**config.mk**
```make
export PLATFORM = sky130hd
export DESIGN_NAME = spill_window_hit_counter
export DESIGN_NICKNAME = d
export VERILOG_FILES = /design/src/hdl/swhc_pkg.sv /design/src/hdl/swhc_front.sv /design/src/hdl/swhc_queue.sv /design/src/hdl/swhc_back.sv /design/src/hdl/spill_window_hit_counter.sv
export SDC_FILE = /design/constraint.sdc
export NUM_CORES = 2
export LEC_CHECK = 0
export BUFFER_PORTS_ARGS = -buffer_cell sky130_fd_sc_hd__clkbuf_2
export CORE_MARGIN = 8
export CORE_UTILIZATION = 56
export CTS_CLUSTER_SIZE = 25
export DETAILED_ROUTE_END_ITERATION = 12
export PLACE_DENSITY = 0.74
export SLEW_MARGIN = 20
export SYNTH_ARGS = -nofsm -noshare
export SYNTH_HDL_FRONTEND = slang
export SYNTH_HIERARCHICAL = 1
export SYNTH_SLANG_ARGS = --single-unit
```
**constraint.sdc**
```tcl
create_clock -name clock -period 26.3 [get_ports clock]
set_input_delay 2.63 -clock clock [delete_from_list [all_inputs] [get_ports clock]]
set_output_delay 2.63 -clock clock [all_outputs]
set_load 0.005 [all_outputs]
```
**src/hdl/swhc_pkg.sv**
```systemverilog
// swhc_pkg: shared constants, item and report types for the spill window hit counter
// used by swhc_front, swhc_queue, swhc_back and spill_window_hit_counter
// no dependencies
package swhc_pkg;

   localparam int CHANNELS        = 4;
   localparam int REPORT_CHANNELS = 4;
   localparam int TIME_BITS       = 32;
   localparam int CH_BITS         = (CHANNELS > 1) ? $clog2(CHANNELS) : 1;

   localparam int KIND_BITS   = 4;
   localparam int COUNT_BITS  = 32;
   localparam int TICK_BITS   = 40;
   localparam int MARGIN_BITS = 40;

   localparam int REQ_DATA_BITS = 96;
   localparam int REQ_USER_BITS = 5;
   localparam int RSP_USER_BITS = 2;

   localparam int QUEUE_DEPTH    = 4;
   localparam int QUEUE_PTR_BITS = $clog2(QUEUE_DEPTH);

   localparam logic [KIND_BITS-1:0]  KIND_BEGIN     = 4'd12;
   localparam logic [KIND_BITS-1:0]  KIND_END       = 4'd13;
   localparam logic [COUNT_BITS-1:0] INTERVAL_RESET = 32'd10000000;

   typedef enum logic [RSP_USER_BITS-1:0] {
      RPT_INTERVAL = 2'd0,
      RPT_END      = 2'd1,
      RPT_BEGIN    = 2'd2
   } report_kind_type;

   typedef struct packed {
      logic                  is_chan;
      logic [CH_BITS-1:0]    chan;
      logic                  is_begin;
      logic                  is_end;
      logic                  last;
      logic                  hit;
      logic [COUNT_BITS-1:0] increment;
      logic [TIME_BITS-1:0]  stamp;
      logic [31:0]           offset;
   } item_type;

   typedef struct packed {
      logic     valid;
      item_type item;
   } slot_type;

   typedef struct packed {
      logic [REPORT_CHANNELS-1:0][COUNT_BITS-1:0] off_counts;
      logic signed [31:0]                         spill_ticks;
      logic [REPORT_CHANNELS-1:0][COUNT_BITS-1:0] on_counts;
      logic [TICK_BITS-1:0]                       elapsed_ticks;
   } report_type;

   localparam int RSP_DATA_BITS = $bits(report_type);

endpackage

```
**src/hdl/swhc_front.sv**
```systemverilog
// swhc_front: accepts requests and classifies the trigger kind
// depends on swhc_pkg
module swhc_front (
   input  logic                               req_tvalid,
   output logic                               req_tready,
   input  logic [swhc_pkg::REQ_DATA_BITS-1:0] req_tdata,  // hit_increment, event_clock, hit_offset
   input  logic [swhc_pkg::REQ_USER_BITS-1:0] req_tuser,  // trigger_kind, hit_present
   input  logic                               req_tlast,
   input  logic                               queue_full,
   output swhc_pkg::slot_type                 push_slot
);

   logic [swhc_pkg::KIND_BITS-1:0] kind;
   logic                           is_chan;

   assign kind       = req_tuser[swhc_pkg::KIND_BITS-1:0];
   assign is_chan    = (kind != '0) && (32'(kind) <= swhc_pkg::CHANNELS);
   assign req_tready = !queue_full;

   always_comb begin
      push_slot.valid          = req_tvalid && !queue_full;
      push_slot.item.is_chan   = is_chan;
      push_slot.item.chan      = is_chan ? swhc_pkg::CH_BITS'(kind - 4'd1) : '0;
      push_slot.item.is_begin  = (kind == swhc_pkg::KIND_BEGIN);
      push_slot.item.is_end    = (kind == swhc_pkg::KIND_END);
      push_slot.item.last      = req_tlast;
      push_slot.item.hit       = req_tuser[swhc_pkg::KIND_BITS];
      push_slot.item.increment = req_tdata[31:0];
      push_slot.item.stamp     = req_tdata[32 +: swhc_pkg::TIME_BITS];
      push_slot.item.offset    = req_tdata[95:64];
   end

endmodule

```
**src/hdl/swhc_queue.sv**
```systemverilog
// swhc_queue: short request queue between front and back
// depends on swhc_pkg
module swhc_queue (
   input  logic               clock,
   input  logic               reset,
   input  swhc_pkg::slot_type push_slot,
   output logic               queue_full,
   output swhc_pkg::slot_type head,
   input  logic               pop
);

   localparam int PB = swhc_pkg::QUEUE_PTR_BITS;

   swhc_pkg::item_type store_ff [swhc_pkg::QUEUE_DEPTH];
   logic [PB-1:0]      wr_ptr_ff, wr_ptr_in;
   logic [PB-1:0]      rd_ptr_ff, rd_ptr_in;
   logic [PB:0]        count_ff, count_in;

   assign queue_full = (count_ff == (PB+1)'(swhc_pkg::QUEUE_DEPTH));
   assign head.valid = (count_ff != '0);
   assign head.item  = store_ff[rd_ptr_ff];

   always_comb begin
      wr_ptr_in = push_slot.valid ? wr_ptr_ff + PB'(1) : wr_ptr_ff;
      rd_ptr_in = pop ? rd_ptr_ff + PB'(1) : rd_ptr_ff;
      case ({push_slot.valid, pop})
         2'b10:   count_in = count_ff + (PB+1)'(1);
         2'b01:   count_in = count_ff - (PB+1)'(1);
         default: count_in = count_ff;
      endcase
   end

   always_ff @(posedge clock) begin
      if (reset) begin
         wr_ptr_ff <= '0;
         rd_ptr_ff <= '0;
         count_ff  <= '0;
      end else begin
         wr_ptr_ff <= wr_ptr_in;
         rd_ptr_ff <= rd_ptr_in;
         count_ff  <= count_in;
      end
   end

   always_ff @(posedge clock) begin
      if (push_slot.valid) begin
         store_ff[wr_ptr_ff] <= push_slot.item;
      end
   end

endmodule

```
**src/hdl/swhc_back.sv**
```systemverilog
// swhc_back: spill state, hit counters, tick accounting and the report register
// depends on swhc_pkg
module swhc_back (
   input  logic                               clock,
   input  logic                               reset,
   input  swhc_pkg::slot_type                 head,
   output logic                               pop,
   input  logic                               csr_valid,
   output logic                               csr_ready,
   input  logic [31:0]                        csr_data,
   output logic                               rsp_tvalid,
   input  logic                               rsp_tready,
   output logic [swhc_pkg::RSP_DATA_BITS-1:0] rsp_tdata,
   output logic [swhc_pkg::RSP_USER_BITS-1:0] rsp_tuser
);

   localparam int TB = swhc_pkg::TIME_BITS;
   localparam int CH = swhc_pkg::CHANNELS;
   localparam int CB = swhc_pkg::COUNT_BITS;
   localparam int MB = swhc_pkg::MARGIN_BITS;
   localparam int KB = swhc_pkg::TICK_BITS;

   localparam logic signed [TB+1:0] WRAP_LIMIT = (TB+2)'(1) << (TB - 2);
   localparam logic signed [TB+1:0] TIME_SPAN  = (TB+2)'(1) << TB;
   localparam logic [TB-1:0]        WRAP_STEP  = TB'(1) << (TB - 2);
   localparam logic signed [MB:0]   MARGIN_MIN = -((MB+1)'(1) <<< (MB - 1));

   function automatic logic signed [31:0] wrap_diff(input logic [TB-1:0] a,
                                                    input logic [TB-1:0] b);
      logic signed [TB+1:0] d;
      d = $signed({2'b00, a}) - $signed({2'b00, b});
      if (d > WRAP_LIMIT) begin
         d = d - TIME_SPAN;
      end else if (d < -WRAP_LIMIT) begin
         d = d + TIME_SPAN;
      end
      return 32'(d);
   endfunction

   function automatic logic [TB-1:0] clock_delta(input logic [TB-1:0] prev,
                                                 input logic [TB-1:0] c);
      logic [TB-1:0] d;
      d = c - prev;
      if (c < prev && (prev - c) < WRAP_STEP) begin
         d = '0;
      end
      return d;
   endfunction

   swhc_pkg::item_type it;

   logic                  in_spill_ff, in_spill_in;
   logic [TB-1:0]         begin_time_ff, begin_time_in;
   logic [CH-1:0]         first_ff, first_in;
   logic [CH-1:0][CB-1:0] on_ff, on_in, on_add, on_next;
   logic [CH-1:0][CB-1:0] off_ff, off_in, off_add, off_next;
   logic [KB-1:0]         tick_ff, tick_in;
   logic [TB-1:0]         prev_ff, prev_in;
   logic                  seeded_ff, seeded_in;
   logic signed [MB-1:0]  margin_ff, margin_in;
   logic                  margin_loaded_ff, margin_loaded_in;
   logic [31:0]           interval_ff, interval_in;

   logic                  rsp_valid_ff, rsp_valid_in;
   swhc_pkg::report_type  rsp_data_ff, rpt;
   swhc_pkg::report_kind_type rsp_kind_ff, rpt_kind;

   logic                  out_free;
   logic                  emit;
   logic                  first_hit;
   logic signed [31:0]    spill_diff;
   logic signed [MB-1:0]  base;
   logic signed [MB:0]    sub;
   logic signed [MB-1:0]  margin_hit;
   logic [KB:0]           tick_sum;
   logic [KB-1:0]         tick_step;

   assign it         = head.item;
   assign out_free   = !rsp_valid_ff || rsp_tready;
   assign pop        = head.valid && out_free;
   assign csr_ready  = 1'b1;
   assign rsp_tvalid = rsp_valid_ff;
   assign rsp_tdata  = rsp_data_ff;
   assign rsp_tuser  = rsp_kind_ff;

   assign first_hit  = it.is_chan && in_spill_ff && first_ff[it.chan];
   assign spill_diff = wrap_diff(it.stamp, begin_time_ff);
   assign base       = margin_loaded_ff ? margin_ff : MB'(spill_diff);
   assign sub        = (MB+1)'(base) - (MB+1)'($signed({1'b0, it.offset}));
   assign margin_hit = (sub < MARGIN_MIN) ? MB'(MARGIN_MIN) : MB'(sub);

   assign tick_sum   = {1'b0, tick_ff} + (KB+1)'(clock_delta(prev_ff, it.stamp));
   assign tick_step  = !seeded_ff ? tick_ff : (tick_sum[KB] ? '1 : tick_sum[KB-1:0]);

   // counter increments from hits and headers
   always_comb begin
      on_add           = '0;
      off_add          = '0;
      margin_in        = margin_ff;
      margin_loaded_in = margin_loaded_ff;
      if (pop && first_hit) begin
         margin_loaded_in = 1'b1;
         margin_in        = base;
         if (it.hit) begin
            margin_in = margin_hit;
            if (margin_hit > 0) begin
               on_add[it.chan] = CB'(1);
            end else begin
               off_add[it.chan] = CB'(1);
            end
         end
      end
      if (pop && it.last) begin
         margin_loaded_in = 1'b0;
         if (it.is_begin) begin
            off_add[0] = it.increment;
         end else if (it.is_end) begin
            on_add[0] = it.increment;
         end else if (it.is_chan) begin
            if (!in_spill_ff) begin
               off_add[it.chan] = it.increment;
            end else if (!first_ff[it.chan]) begin
               on_add[it.chan] = it.increment;
            end
         end
      end
      for (int k = 0; k < CH; k++) begin
         on_next[k]  = on_ff[k] + on_add[k];
         off_next[k] = off_ff[k] + off_add[k];
      end
   end

   // header actions and reports
   always_comb begin
      in_spill_in   = in_spill_ff;
      begin_time_in = begin_time_ff;
      first_in      = first_ff;
      on_in         = on_next;
      off_in        = off_next;
      tick_in       = tick_ff;
      prev_in       = prev_ff;
      seeded_in     = seeded_ff;
      interval_in   = csr_valid ? csr_data : interval_ff;
      emit          = 1'b0;
      rpt_kind      = swhc_pkg::RPT_INTERVAL;
      rpt           = '0;
      if (pop && it.last) begin
         if (it.is_begin) begin
            in_spill_in   = 1'b1;
            begin_time_in = it.stamp;
            first_in      = '1;
            prev_in       = it.stamp;
            seeded_in     = 1'b1;
            emit          = 1'b1;
            rpt_kind      = swhc_pkg::RPT_BEGIN;
         end else if (it.is_end) begin
            in_spill_in       = 1'b0;
            prev_in           = it.stamp;
            seeded_in         = 1'b1;
            emit              = 1'b1;
            rpt_kind          = swhc_pkg::RPT_END;
            rpt.elapsed_ticks = tick_step;
            rpt.spill_ticks   = spill_diff;
            for (int k = 0; k < swhc_pkg::REPORT_CHANNELS && k < CH; k++) begin
               rpt.on_counts[k]  = on_next[k];
               rpt.off_counts[k] = off_next[k];
            end
            on_in   = '0;
            off_in  = '0;
            tick_in = '0;
         end else if (it.is_chan && in_spill_ff) begin
            first_in[it.chan] = 1'b0;
            prev_in           = it.stamp;
            seeded_in         = 1'b1;
            tick_in           = tick_step;
            if (tick_step > KB'(interval_ff)) begin
               emit              = 1'b1;
               rpt.elapsed_ticks = tick_step;
               for (int k = 0; k < swhc_pkg::REPORT_CHANNELS && k < CH; k++) begin
                  rpt.on_counts[k] = on_next[k];
               end
               on_in   = '0;
               tick_in = '0;
            end
         end
      end
      rsp_valid_in = out_free ? (pop && emit) : rsp_valid_ff;
   end

   always_ff @(posedge clock) begin
      if (reset) begin
         in_spill_ff      <= 1'b0;
         begin_time_ff    <= '0;
         first_ff         <= '0;
         on_ff            <= '0;
         off_ff           <= '0;
         tick_ff          <= '0;
         prev_ff          <= '0;
         seeded_ff        <= 1'b0;
         margin_ff        <= '0;
         margin_loaded_ff <= 1'b0;
         interval_ff      <= swhc_pkg::INTERVAL_RESET;
         rsp_valid_ff     <= 1'b0;
      end else begin
         in_spill_ff      <= in_spill_in;
         begin_time_ff    <= begin_time_in;
         first_ff         <= first_in;
         on_ff            <= on_in;
         off_ff           <= off_in;
         tick_ff          <= tick_in;
         prev_ff          <= prev_in;
         seeded_ff        <= seeded_in;
         margin_ff        <= margin_in;
         margin_loaded_ff <= margin_loaded_in;
         interval_ff      <= interval_in;
         rsp_valid_ff     <= rsp_valid_in;
      end
   end

   always_ff @(posedge clock) begin
      if (pop && emit) begin
         rsp_data_ff <= rpt;
         rsp_kind_ff <= rpt_kind;
      end
   end

   a_begin_report_zero: assert property (@(posedge clock) disable iff (reset)
      rsp_valid_ff && rsp_kind_ff == swhc_pkg::RPT_BEGIN |-> rsp_data_ff == '0)
      else $error("begin of spill report carries nonzero data");

   a_end_clears: assert property (@(posedge clock) disable iff (reset)
      pop && it.last && it.is_end |=> !in_spill_ff && tick_ff == '0)
      else $error("end of spill left spill mode or ticks set");

   a_interval_in_spill: assert property (@(posedge clock) disable iff (reset)
      pop && emit && rpt_kind == swhc_pkg::RPT_INTERVAL |-> in_spill_ff)
      else $error("interval report outside a spill");

   a_margin_released: assert property (@(posedge clock) disable iff (reset)
      pop && it.last |=> !margin_loaded_ff)
      else $error("margin still loaded after end of event");

endmodule

```
**src/hdl/spill_window_hit_counter.sv**
```systemverilog
// spill_window_hit_counter: a request is written into the queue and popped by the counter stage
// (which loads the report register when it emits a report), and the report is held until taken
// throughput one request per cycle while the report output is not stalled; a stalled report
// output fills the four-entry queue before req_tready drops
// reset is synchronous and clears all spill state and counters and sets the interval to
// 10000000 ticks; no clearing pass, requests are taken in the cycle after reset
module spill_window_hit_counter (
   input  logic                               clock,
   input  logic                               reset,
   input  logic                               req_tvalid,
   output logic                               req_tready,
   input  logic [swhc_pkg::REQ_DATA_BITS-1:0] req_tdata,  // hit_increment, event_clock, hit_offset
   input  logic [swhc_pkg::REQ_USER_BITS-1:0] req_tuser,  // trigger_kind, hit_present
   input  logic                               req_tlast,  // event_last
   output logic                               rsp_tvalid,
   input  logic                               rsp_tready,
   // elapsed_ticks, on_count_one..four, spill_ticks, off_count_one..four
   output logic [swhc_pkg::RSP_DATA_BITS-1:0] rsp_tdata,
   output logic [swhc_pkg::RSP_USER_BITS-1:0] rsp_tuser,  // report_kind
   input  logic                               csr_valid,
   output logic                               csr_ready,
   input  logic [31:0]                        csr_data    // report_interval
);

   swhc_pkg::slot_type push_slot;
   swhc_pkg::slot_type head;
   logic               queue_full;
   logic               pop;

   swhc_front u_front (
      .req_tvalid (req_tvalid),
      .req_tready (req_tready),
      .req_tdata  (req_tdata),
      .req_tuser  (req_tuser),
      .req_tlast  (req_tlast),
      .queue_full (queue_full),
      .push_slot  (push_slot)
   );

   swhc_queue u_queue (
      .clock      (clock),
      .reset      (reset),
      .push_slot  (push_slot),
      .queue_full (queue_full),
      .head       (head),
      .pop        (pop)
   );

   swhc_back u_back (
      .clock      (clock),
      .reset      (reset),
      .head       (head),
      .pop        (pop),
      .csr_valid  (csr_valid),
      .csr_ready  (csr_ready),
      .csr_data   (csr_data),
      .rsp_tvalid (rsp_tvalid),
      .rsp_tready (rsp_tready),
      .rsp_tdata  (rsp_tdata),
      .rsp_tuser  (rsp_tuser)
   );

endmodule
```
## Yosys cells after proc, flatten, opt, wreduce, memory -nomap -nowiden

Memories as Yosys holds them, arrays and structs flattened. A register that Yosys moved wholly into a read port is not among the register bits.
Cells that the tools add are included.

| storage, ports and cells | value |
|---|---|
| logic and storage cells | 176 |
| register bits | 777 |
| memories | 1 |
| RAM bits | 412 |
| output and inout port bits | 333 |

| operators by class | value |
|---|---|
| order comparisons | 10 |
| reduce and logical (&&, ||, !) cells | 28 |
| multiplexer cells | 73 |
| eq/ne operators | 6 |
| add/sub/neg operators | 20 |
| bitwise gates (word level) | 5 |

Memories:

| name | words | width | rd ports | clocked after Yosys merged registers in | wr ports | line | RTL |
|---|---|---|---|---|---|---|---|
| u_queue.store_ff | 4 | 103 | 1 | 1 | 1 | swhc_queue.sv:14 | `swhc_pkg::item_type store_ff [swhc_pkg::QUEUE_DEPTH];` |

Operators with widths:

| kind | count |
|---|---|
| 2-to-1 mux 128 bit | 21 |
| 2-to-1 mux 168 bit | 3 |
| 2-to-1 mux 40 bit | 8 |
| 2-to-1 mux 32 bit | 9 |
| adder 32 bit | 8 |
| bitwise mux 128 bit | 2 |
| 2-to-1 mux 97 bit | 2 |
| 2-to-1 mux 96 bit | 2 |
| demux 32 bit (select 2 bit) | 1 |
| subtractor 32 bit | 2 |
| adder 40 x 32 -> 41 bit | 1 |
| < comparator 41 x 40 -> 1 bit, second input constant | 1 |
| subtractor 40 x 33 -> 41 bit | 1 |
| greater-than comparator 40 x 1 -> 1 bit, second input constant | 1 |
| greater-than comparator 40 x 32 -> 1 bit | 1 |
| greater-than comparator 33 x 32 -> 1 bit, second input constant | 1 |
| < comparator 33 x 31 -> 1 bit, second input constant | 1 |
| subtractor 32 x 32 -> 33 bit | 1 |
| adder 32 x 1 -> 32 bit, second input constant | 1 |
| < comparator 32 x 31 -> 1 bit, second input constant | 1 |
| < comparator 32 bit | 1 |
| subtractor 32 x 1 -> 32 bit, second input constant | 1 |
| 2-to-1 mux 1 bit | 15 |
| 2-to-1 mux 4 bit | 3 |
| 29 further kinds | 54 |

## Logic depth before layout (Yosys ltp)

| logic depth | value |
|---|---|
| depth in word-level cells | 25 |
| mapped depth | 49 |
| mapped depth without buffers | 41 |

## Hierarchy

Netlist, hierarchy kept.

Modules (own cells, without submodules):

| module | area an instance (um^2) | cells an instance | times used |
|---|---|---|---|
| swhc_back | 47900.9 | 5476 | 1 |
| swhc_queue | 15372.2 | 585 | 1 |
| swhc_front | 822.0 | 111 | 1 |

## Worst setup path after synthesis

OpenSTA, ideal clock, no wires.

| path | value |
|---|---|
| path type | reg2reg |
| start | register with a tool-made name |
| end | register u_back.rsp_data_ff (netlist bit u_back/rsp_tdata[0]), enable pin |
| setup slack | 10941 ps |
| setup time | 679 ps |
| path buffers | 6 |
| clock period less this slack | 15359 ps |
| data arrival time | 14680 ps |
| stages on the path, launching flop included | 43 |
| cell sequence | dfxtp_1 -> buf_6 -> buf_12 -> buf_12 -> mux4_2 -> inv_1 -> ha_1 -> inv_1 -> fa_1 -> a21o_1 -> a21o_1 -> a211oi_1 -> o311ai_0 -> a211oi_1 -> o31a_1 -> o21ai_0 -> a31o_2 -> a21oi_1 -> (+7 left out) -> o21ai_1 -> nand2b_1 -> clkbuf_1 -> nand2_1 -> clkbuf_1 -> o22ai_1 -> inv_1 -> ha_1 -> nand4_1 -> nor3_1 -> o211ai_1 -> and4b_1 -> o211a_1 -> nor2_1 -> a2111oi_2 -> nand3_1 -> o31ai_1 -> inv_1 |

RTL lines:

| item | line | RTL |
|---|---|---|
| to (signal assigned) | swhc_back.sv:222 | `rsp_data_ff <= rpt;` |
| to (decl) | swhc_back.sv:65 | `swhc_pkg::report_type rsp_data_ff, rpt;` |

==> impl_metrics.toml <==
[pwr]
vdd_drop_max_uv = 108.5
powerDensity_nw_per_um2 = 118.1
power_uw = 8398
p_leak_uw = 0.02871

[synth]
synth_top_area_frac = 0.3476
synth_fp_nets = 6770
synth_enable_flop_cells = 742
synth_ff_type = "edfxtp_1"
synthCells = 6172
yosysWarnings = 6
synth.most_common_cell = "nor2_1"
synth_common_cells = "nor2_1, edfxtp_1, dfxtp_1"
netlist_area_um2 = 64100
synth-seq-cells = 1191
synth.avg_cell_area_um2 = 10.38
ys_seq_area_frac = 0.4879
async_flop_share = 0
synth_top_area_cell = "edfxtp_1"
synthTopCellsByArea = "edfxtp_1, dfxtp_1, ha_1, nor2_1, mux4_2"
yosysUniqueCellTypes = 99

[sta]
max_freq_ghz = 0.07133
fin_tns_setup_ns = 0
tightest_slew_ns = 1.117
period_share = 0.5330
period_needed_ns = 14.02
skew_ns = 0.04363
setup_ws_ns = 12.28
finalHoldViolCount = 0
setup_violations = 0
slew_viol_final = 0
max_slew_margin = 0.2556
grt_setup_unrepaired = "false"

[floorplanning]
coreArea_um2 = 113900
io_pins = 472
chipWidth_um = 354.3
dieHeight_um = 354.3
start_util = 0.5628
fp-row-count = 124
die-area_um2 = 125500

[critical_path]
cp.arrival_ns = 14.35
crit_top_cell = "inv_1"
worst_path_largest_cell_delay_ns = 0.90
critical_path_class = "flip-flop to flip-flop"
startpoint_type = "flip-flop"
endpoint_kind = "flip-flop"
path_max_fanout = 112
required_ns = 26.63
crit_path_top_delay_cell = "buf_4"

[global_route]
overflow = 0
grt_max_degree = 125
grt_first_pass_wirelength_um = 268200
antenna_found_initial = 52
grt_pass1_vias = 45920
grtUsageTotal = 0.2708

[drt]
drc_errors = 0
dr.pass1.iters = 6
num_vias = 48230
viasPerCell = 5.937
antenna_left = 0
wirelength_um = 177700
drt_iter0_drc = 4706
wl_per_cell_um = 21.88

[placed_design]
dpl_cell_area_um2 = 66890
gp_congestion = 0.9316
io_buffers = 470
place_ws_ns = 11.97
hpwlAfterDp_um = 126900

[status]
outcome = "finished, final reports clean"

[clock_tree]
postCtsSetupBuffers = 0
clkLatencyLatePin_ns = 0.74
cts_hold_buf = 0
clk_pin_slew_worst_paths_ns = 0.06
h-tree-depth = 3
cts.sinks = 1191
cts_buffers = 120
cts.root.buffer_cell = "clkbuf_16"
cts_resized = 0
cts_tree = "yes"
cts.path.max_buffers = 3

[min_path]
min_path_type = "flip-flop to flip-flop"

[final_layout]
layout-drive-gt1-share = 0.1363
final_nets = 7077
area_growth_pct = 10.92
design_area_um2 = 71100
fill_cells = 9249
final_util = 0.6243

[flow_run]
drv_cap = 0
==> registers in the layout, indices dropped and copies added, names as in the netlist, named ones only <==
signal	count
u_queue/rd_ptr_ff	2
u_back/prev_ff	32
u_queue/wr_ptr_ff	2
u_queue/store_ff	412
u_back/rsp_tvalid	1
u_back/rsp_tuser	2
u_back/in_spill_ff	1
u_back/first_ff	4
u_back/off_ff	128
u_queue/count_ff	3
u_back/margin_loaded_ff	1
u_back/margin_ff	40
u_back/interval_ff	32
u_back/seeded_ff	1
u_back/begin_time_ff	32
u_back/rsp_tdata	328
u_back/tick_ff	40
u_back/on_ff	128
==> metal layers <==
metal	global-route usage	vias to the layer above	wire length, um	part of all wire
li1	-	22690	-	-
met3	0.05678	320	15500	0.087
met4	0.09882	28	6091	0.034
met1	0.3736	23330	76030	0.43
met2	0.4229	1864	79920	0.45
met5	0	-	188	0.0011
==> report_power, final <==
part / total, uW / switching [uW] / internal [uW]
Sequential: 2500 / 138 / 2360
Clock: 1780 / 762 / 1020
Combinational: 4120 / 2710 / 1410
==> worst max-delay path: cells and delay by family, from the launching register on <==
kind	cells	cell delay, ns
AO/OA/AOI/OAI	19	4.80
buffers and inverters	8	3.35
flip-flops	1	0.82
multiplexers	1	0.65
adder cells (fa/ha/maj)	5	1.31
AND/OR/NAND/NOR	9	2.51
==> final timing paths <==
check	start	end	slack (ns)	depth (start not counted)
hold / removal	u_back/begin_time_ff[29]$_SDFFE_PP0P_	u_back/begin_time_ff[29]$_SDFFE_PP0P_	0.45	2
setup / recovery	flip-flop	u_back/rsp_tdata[55]$_SDFFCE_PP0P_	12.28	42
hold reg to reg	u_back/begin_time_ff[29]$_SDFFE_PP0P_	u_back/begin_time_ff[29]$_SDFFE_PP0P_	0.45	2
setup reg to reg	flip-flop	u_back/rsp_tdata[55]$_SDFFCE_PP0P_	12.28	42
==> cell families (layout without fill, tap and decap cells) <==
group           after synthesis  after routing  synth area share
compound gates             1355           1355            0.1357
buf+inv                     656           1071           0.04790
mux                         148            148           0.04359
other cells                   1             26        0.00005851
xor+xnor                    329            329           0.04496
simple gates               2033           2033            0.1488
flops                      1191           1191            0.4879
fa+ha+maj                   459            459           0.09112
==> area by class of cell <==
class,instances,area (um2),area share
well taps,1512,1892,0.02661
clock buffers,143,3149,0.04430
diodes,25,62.56,0.0008799
repair buffers,506,2625,0.03692
clock inverters,87,991.0,0.01394
multi-input cells,4325,29830,0.4196
flip-flops and latches,1191,31280,0.4399
inverters,335,1265,0.01779
==> through the flow <==
| step | cells | hold slack (ns) |
|---|---|---|
| floorplan | 6172 | 0.4363 |
| CTS | 8099 | 0.4555 |
| detailed placement | 7869 | 0.4477 |
| global route | 8103 | 0.4665 |
| finish | 8124 | 0.4544 |
| global placement | 7869 | 0.4421 |
==> cell usage in the layout (no fill, tap or decap), types with 24 or more instances in the layout <==
cell and instances:
nor2_1 829, edfxtp_1 742, clkbuf_2 469, ha_1 446
dfxtp_1 446, a21oi_1 419, nand2_1 396, inv_1 332
o21ai_0 285, and2_1 254, xnor2_1 173, xor2_1 156
a21o_1 130, clkbuf_16 120, mux4_2 104, nand3_1 94
nor3_1 90, o21a_1 80, nand2b_1 77, and3_1 64
nor2b_1 56, o21bai_1 54, a211oi_1 47, nand4_1 42
o211ai_1 41, mux2i_1 38, buf_4 37, a31oi_1 34
o22ai_1 28, diode_2 25, or3_1 25, clkinv_2 24
Note: power is estimated with default switching activity, not from simulation.
